[config.mk]
export PLATFORM = sky130hd
export DESIGN_NAME = omre_ctrl
export DESIGN_NICKNAME = d
export VERILOG_FILES = /design/src/hdl/omre_pkg.sv /design/src/hdl/omre_ctrl.sv
export SDC_FILE = /design/constraint.sdc
export NUM_CORES = 1
export LEC_CHECK = 0
export ABC_AREA = 1
export ABC_CLOCK_PERIOD_IN_PS = 4650
export BUFFER_PORTS_ARGS = -buffer_cell sky130_fd_sc_hd__buf_2
export CAP_MARGIN = 25
export CELL_PAD_IN_SITES_DETAIL_PLACEMENT = 0
export CELL_PAD_IN_SITES_GLOBAL_PLACEMENT = 1
export CORE_AREA = 2 2 169 171
export CTS_CLUSTER_SIZE = 10
export DETAILED_ROUTE_END_ITERATION = 8
export DIE_AREA = 0 0 171 173
export GPL_TIMING_DRIVEN = 0
export PLACE_DENSITY = 0.85
export SKIP_LAST_GASP = 1
export SLEW_MARGIN = 5
export SYNTH_ARGS = -nofsm -noshare
export SYNTH_HDL_FRONTEND = slang
export SYNTH_SLANG_ARGS = --single-unit
[constraint.sdc]
create_clock -name clock -period 4.65 [get_ports clock]
set_input_delay 0.465 -clock clock [delete_from_list [all_inputs] [get_ports clock]]
set_output_delay 0.465 -clock clock [all_outputs]
set_load 0.01 [all_outputs]
[src/hdl/omre_pkg.sv]
// Package: shared constants, types and op codes for the ordered multiset rank engine.
package omre_pkg;
   localparam int Capacity = 1024;
   localparam int AddrW = $clog2(Capacity);
   localparam int CountW = $clog2(Capacity + 1);

   typedef enum logic [2:0] {
      OP_INSERT = 3'd0,
      OP_REMOVE = 3'd1,
      OP_RANK   = 3'd2,
      OP_SELECT = 3'd3,
      OP_PRED   = 3'd4,
      OP_SUCC   = 3'd5
   } op_type;

   typedef enum logic [1:0] {
      ST_OK       = 2'd0,
      ST_NOTFOUND = 2'd1,
      ST_FULL     = 2'd2
   } status_type;

   typedef struct packed {
      logic [AddrW-1:0] addr;
      logic             wen;
      logic [31:0]      wdata;
   } mem_req_type;
endpackage

[src/hdl/omre_ctrl.sv]
// Sequencer: binary search, then element shift for insert and remove, then result for one request word.
module omre_ctrl (
   input  logic                 clock,
   input  logic                 reset,
   input  logic                 start,
   input  logic [2:0]           op,
   input  logic [31:0]          operand,
   input  logic [31:0]          rdata,
   output omre_pkg::mem_req_type mreq,
   output logic                 busy,
   output logic                 done,
   output logic [31:0]          answer,
   output logic [1:0]           status
);
   import omre_pkg::*;

   typedef enum logic [6:0] {
      S_IDLE  = 7'b0000001,
      S_SRCH  = 7'b0000010,
      S_SWAIT = 7'b0000100,
      S_DEC   = 7'b0001000,
      S_MV    = 7'b0010000,
      S_MVW   = 7'b0100000,
      S_RD    = 7'b1000000
   } state_type;

   state_type        state_ff, state_in;
   logic [2:0]       op_ff, op_in;
   logic [31:0]      v_ff, v_in;
   logic [CountW-1:0] cnt_ff, cnt_in, lo_ff, lo_in, hi_ff, hi_in, i_ff, i_in;
   logic [31:0]      hold_ff, hold_in, ans_in;
   logic [1:0]       st_in;
   logic             done_in;
   logic [CountW-1:0] mid;
   logic             strict, go_right, v_ok;

   assign mid = lo_ff + ((hi_ff - lo_ff) >> 1);
   assign strict = (op_ff == OP_INSERT) || (op_ff == OP_SUCC);
   assign go_right = strict ? ($signed(rdata) <= $signed(v_ff))
                            : ($signed(rdata) < $signed(v_ff));
   assign v_ok = !v_ff[31] && (v_ff != 32'd0) && (v_ff[30:0] <= 31'(cnt_ff));
   assign busy = (state_ff != S_IDLE);

   always_comb begin
      state_in = state_ff; op_in = op_ff; v_in = v_ff; cnt_in = cnt_ff;
      lo_in = lo_ff; hi_in = hi_ff; i_in = i_ff; hold_in = hold_ff;
      ans_in = answer; st_in = status; done_in = 1'b0;
      mreq = '0;
      case (state_ff)
         S_IDLE: begin
            if (start) begin
               op_in = op; v_in = operand; lo_in = '0; hi_in = cnt_ff;
               state_in = S_SRCH;
            end
         end
         S_SRCH: begin
            if (lo_ff < hi_ff) begin
               mreq.addr = mid[AddrW-1:0];
               state_in = S_SWAIT;
            end else begin
               state_in = S_DEC;
               mreq.addr = lo_ff[AddrW-1:0];
               if (op_ff == OP_PRED) mreq.addr = AddrW'(lo_ff - 1'b1);
               if (op_ff == OP_SELECT) mreq.addr = AddrW'(v_ff - 32'd1);
            end
         end
         S_SWAIT: begin
            if (go_right) lo_in = mid + 1'b1;
            else hi_in = mid;
            state_in = S_SRCH;
         end
         S_DEC: begin
            ans_in = '0; st_in = ST_OK; done_in = 1'b1; state_in = S_IDLE;
            case (op_ff)
               OP_INSERT: begin
                  if (cnt_ff >= CountW'(Capacity)) st_in = ST_FULL;
                  else begin
                     done_in = 1'b0; i_in = cnt_ff; hold_in = v_ff;
                     cnt_in = cnt_ff + 1'b1; state_in = S_MV;
                  end
               end
               OP_REMOVE: begin
                  if (lo_ff < cnt_ff && rdata == v_ff) begin
                     done_in = 1'b0; i_in = lo_ff; cnt_in = cnt_ff - 1'b1;
                     state_in = S_MV;
                  end else st_in = ST_NOTFOUND;
               end
               OP_RANK: ans_in = 32'(lo_ff) + 32'd1;
               OP_SELECT: begin
                  if (v_ok) ans_in = rdata; else st_in = ST_NOTFOUND;
               end
               OP_PRED: begin
                  if (lo_ff == '0) st_in = ST_NOTFOUND; else ans_in = rdata;
               end
               OP_SUCC: begin
                  if (lo_ff >= cnt_ff) st_in = ST_NOTFOUND; else ans_in = rdata;
               end
               default: ;
            endcase
         end
         S_MV: begin
            // insert: walk down from the tail; remove: walk up to the new tail
            if (op_ff == OP_INSERT) begin
               if (i_ff > lo_ff) begin
                  mreq.addr = AddrW'(i_ff - 1'b1); state_in = S_MVW;
               end else begin
                  mreq.addr = i_ff[AddrW-1:0]; mreq.wen = 1'b1;
                  mreq.wdata = v_ff; done_in = 1'b1; state_in = S_IDLE;
               end
            end else begin
               if (i_ff < cnt_ff) begin
                  mreq.addr = AddrW'(i_ff + 1'b1); state_in = S_MVW;
               end else begin
                  done_in = 1'b1; state_in = S_IDLE;
               end
            end
         end
         S_MVW: begin
            hold_in = rdata; state_in = S_RD;
         end
         S_RD: begin
            mreq.addr = i_ff[AddrW-1:0]; mreq.wen = 1'b1; mreq.wdata = hold_ff;
            i_in = (op_ff == OP_INSERT) ? i_ff - 1'b1 : i_ff + 1'b1;
            state_in = S_MV;
         end
         default: state_in = S_IDLE;
      endcase
   end

   always_ff @(posedge clock) begin
      if (reset) begin
         state_ff <= S_IDLE; cnt_ff <= '0; done <= 1'b0;
      end else begin
         state_ff <= state_in; cnt_ff <= cnt_in; done <= done_in;
      end
      op_ff <= op_in; v_ff <= v_in; lo_ff <= lo_in; hi_ff <= hi_in;
      i_ff <= i_in; hold_ff <= hold_in; answer <= ans_in; status <= st_in;
   end
endmodule

; Word level (Yosys, flattened, before mapping)
; Index checks and enable logic that the tools add are counted.
[op_classes]
muxes = 54
reduce_logical = 18
n_eq_ne = 24
magnitude_cmp = 9
addsub = 10
[ops]
columns = operator, count
row1 = 32-bit 2-to-1 mux, 5
row2 = 32-bit one-hot mux with 4 select lines, 1
row3 = 11-bit one-hot mux with 2 select lines, 5
row4 = 11-bit 2-to-1 mux, 9
row5 = 33-bit 2-to-1 mux, 2
row6 = 33-bit one-hot mux with 2 select lines, 1
row7 = 32-bit one-hot mux with 2 select lines, 1
row8 = 10-bit 2-to-1 mux, 6
row9 = 7-bit one-hot mux with 7 select lines, 1
row10 = "11-bit by 1-bit adder with 11-bit output, second input constant", 3
row11 = 11-bit < comparator, 3
row12 = 32-bit equality test, 1
row13 = 32-bit <= comparator, 1
row14 = 32-bit < comparator, 1
row15 = 32-bit nonzero test, 1
row16 = 31-bit by 11-bit <= comparator with 1-bit output, 1
row17 = 10-bit one-hot mux with 3 select lines, 1
row18 = "11-bit by 1-bit subtractor with 11-bit output, second input constant", 2
row19 = "10-bit by 1-bit subtractor with 10-bit output, second input constant", 2
row20 = 7-bit 2-to-1 mux, 2
row21 = "2-bit inequality test, second input constant", 7
row22 = "11-bit by 1-bit adder with 12-bit output, second input constant", 1
row23 = 6-bit 2-to-1 mux, 2
row24 = 11-bit by 10-bit adder with 11-bit output, 1
row25 = other kinds (33), 55
[totals]
elab_cells = 126
reg_bits = 153

; Longest topological paths before layout
[depth]
word_depth = 5
depth_mapped = 23

; Least setup slack after synthesis
; Ideal clock, no wire load.
[synth_path]
path_type = reg2out
start = register lo_ff[0]
end = output mreq[41] (netlist name)
t_arrival_ns = 2.972
stages_incl_launch_ff = 19
required_time_ns = 4.185
setup_slack_ns = 1.213
path_cell_list = edfxtp_1 -> ha_1 -> fa_1 -> o21ai_0 -> a21oi_1 -> nor2_1 -> nor2_1 -> xor2_1 -> inv_1 -> ha_1 -> a21oi_1 -> nor2_1 -> nor2_1 -> nand2_1 -> nand2_1 -> nand2_1 -> nand2_1 -> nand3_1 -> nand2_1
[synth_rtl]
columns = element, line
row1 = from (decl), omre_ctrl.sv:30  ; logic [CountW-1:0] cnt_ff, cnt_in, lo_ff, lo_in, hi_ff, hi_in, i_ff, i_in;
row2 = from (signal assigned), omre_ctrl.sv:136  ; op_ff <= op_in; v_ff <= v_in; lo_ff <= lo_in; hi_ff <= hi_in;
row3 = to (decl), omre_ctrl.sv:9  ; output omre_pkg::mem_req_type mreq,

==> flow_summary.toml <==
[status]
status = "finished, final reports clean"

[sta]
fin_crit_sh_pct = 96.4
min_period_ns = 4.48
whs_ns = 0.200
hold_violations = 0
tightestPinTransition_ns = 0.947
relSlewSlack_pct = 36.6
setup_slack_ns = 0.168
skew_ns = 0.0115
finalSetupViolCount = 0
max_freq_mhz = 223
slew_violations = 0

[die]
dieArea_um2 = 29600
fp-row-count = 61
io_pins = 149
core_area_um2 = 27600
die_x_um = 171
die_h_um = 173
initial_core_util_pct = 43.8

[clock_tree]
cts_root_buffer = "clkbuf_16"
cts_buffer_depth = 2
tritoncts = "yes"
cts_buffers = 17
htreeDepth = 4
insertion_delay_ns = 0.44
clkSinkCount = 153
clkTransAtPathRegs_ns = 0.07

[placed_design]
dpl.cell_count = 2135
io_buffers = 148
place.gp.congestion = 0.983
pre_cts_slack_ns = 0.230
place.detailed.hpwl_um = 33200

[worst_setup_path]
path_cells = "buf_2, clkinvlp_4, ha_2, nand2_1, nor3_1, nand2_1, o211ai_1, xor2_1, ha_1, inv_1, o21ai_0, nor2_1, nand2_1, nand2_1, nand2_1, nand2_1, nand3_1, nand2_1, buf_2"
worst_setup_path_end_kind = "primary output"
rr_startpoint = "lo_ff[7]$_SDFFCE_PP0P_"
rr_worst_depth = 18
cp.required_ns = 4.18
crit_start = "lo_ff[7]$_SDFFCE_PP0P_"
reg2reg_slack_ns = 0.81
max_stage_delay_ns = 0.46
path_depth = 19
crit_buf_inv = 4
arrival_ns = 4.02
path_delay_family = "simple AND/OR/NAND/NOR gates"
crit_path_frequent_cell = "nand2_1"
crit_end = "mreq[41]"
setup.worst_path.start_class = "flop"
crit_fanout = 8
worstSetupPathType = "reg -> out"
cp_slowest_cell = "edfxtp_1"
r2r-end = "lo_ff[10]$_SDFFCE_PP0P_"

[yosys]
synth_cell_type_count = 46
synth_top_cell_by_area = "edfxtp_1"
seq_area_frac_synth_pct = 36.4
synth_ff_type = "edfxtp_1"
synthesis.area_um2 = 12100
synth_edf_count = 134
synthTopCellsByArea = "edfxtp_1, ha_1, nand2_1"
ys_seq_elements = 153
yosysWarningCount = 0
synthArstFlopShare_pct = 0
synth_top_area_share_pct = 33.3
synth_most_common_cell = "nand2_1"
synth_commonest_cells = "nand2_1, nand3_1, inv_1"
netlist_instances = 1606
syn-num-nets = 1793
avgSynthCellArea_um2 = 7.53

[route]
vias = 12427
wire_per_inst_um = 19.8
vias_per_cell = 5.68
drc = 0
wl_um = 43300
antenna_left = 0
drt_iter0_markers = 1582
firstDrtPassIters = 6

[global_routing]
gr-total-overflow = 0
grt_max_degree = 25
grt.total_usage_pct = 29.1
antenna_found_initial = 2
grt_pass1_vias = 11112
grt_pass1_wl_um = 65200

[power]
powerDensity_nw_per_um2 = 490
irDropWorstVdd_mv = 0.324
power_leakage_nw = 6.35
finalPower_w = 0.00693

[finish]
num-fill-cells = 2760
nets = 1982
area_growth_pct = 16.8
final_cells = 2187
utilization_pct = 51.1
layout-drive-gt1-share_pct = 13.7

[flow_run]
max-cap-violations = 0

[worst_hold_path]
hp-class = "in -> reg"
## kinds of logic after synthesis
logic type / share of synthesized area [%]
fa+ha+maj: 12.3
flops: 36.4
simple gates: 30.5
xor+xnor: 2.25
buf+inv: 7.30
compound gates: 11.3
## registers in the layout, indices dropped and copies added, names as in the netlist
signal and cells:
v_ff 32, answer 32, hi_ff 11, cnt_ff 11
op_ff 3, status 2, state_ff 7, lo_ff 11
done 1, i_ff 11, hold_ff 32
## metrics by stage
step | TNS, ns | instance area, um^2
2_1_floorplan | 0 | 12100
3_3_place_gp | 0 | 13300
3_5_place_dp | 0 | 13400
4_1_cts | -0.0275 | 14000
5_1_grt | -0.0327 | 14100
6_report | 0 | 14100
## layout make-up
class / instances / area (um^2) / share of cell area [%]
buffer: 53 / 230 / 1.63
multi-input combinational: 1226 / 6820 / 48.3
clock buffer: 17 / 425 / 3.01
sequential: 153 / 4400 / 31.2
tap: 378 / 473 / 3.35
clock inverter: 15 / 139 / 0.984
timing repair buffer: 170 / 951 / 6.73
antenna: 1 / 2.50 / 0.0177
inverter: 174 / 673 / 4.77
## per-layer routing
layer	track usage, %	routed length [um]	up-vias
li1	-	-	5928
met1	42.8	19200	5815
met3	3.52	3650	61
met4	7.20	920	2
met2	45.2	19500	621
met5	0	13	-
## power breakdown
part | internal [W] | switching, W
Sequential | 0.00168 | 0.000146
Combinational | 0.00116 | 0.00255
Clock | 0.000748 | 0.000636
Total | 0.00359 | 0.00333
## repair_timing
item,4_1_cts,5_1_grt
hold buffers,0,0
gates resized for setup,2,13
setup buffers,3,15
hold endpoints to repair,0,0
endpoints found under the setup margin,5,6
## worst min path at each step
stage,endpoint,start,slack (ns),depth (start not counted)
3_3_place_gp,state_ff[5]$_SDFFE_PP0P_,state_ff[4]$_SDFFE_PP0P_,0.52,2
6_report,v_ff[22]$_DFFE_PP_,operand[22],0.20,1
2_1_floorplan,cnt_ff[10]$_SDFFE_PP0P_,cnt_ff[10]$_SDFFE_PP0P_,0.47,2
5_1_grt,v_ff[22]$_DFFE_PP_,operand[22],0.18,1
4_1_cts,v_ff[6]$_DFFE_PP_,operand[6],0.19,1
3_5_place_dp,state_ff[5]$_SDFFE_PP0P_,state_ff[4]$_SDFFE_PP0P_,0.54,2
## placed cells by master (no fill, tap or decap), drive strengths merged, types with 5 or more instances in the layout
cell type	instances
nand2	382
buf	189
nand3	182
inv	176
o21ai	145
edfxtp	134
nor2	134
ha	114
a21oi	75
nand4	70
clkbuf	51
nor3	31
xor2	21
dfxtp	19
nand3b	18
xnor2	10
o211ai	8
clkinvlp	7
a21o	5
o21bai	5
clkinv	5
Note: power is estimated with default switching activity, not from simulation.
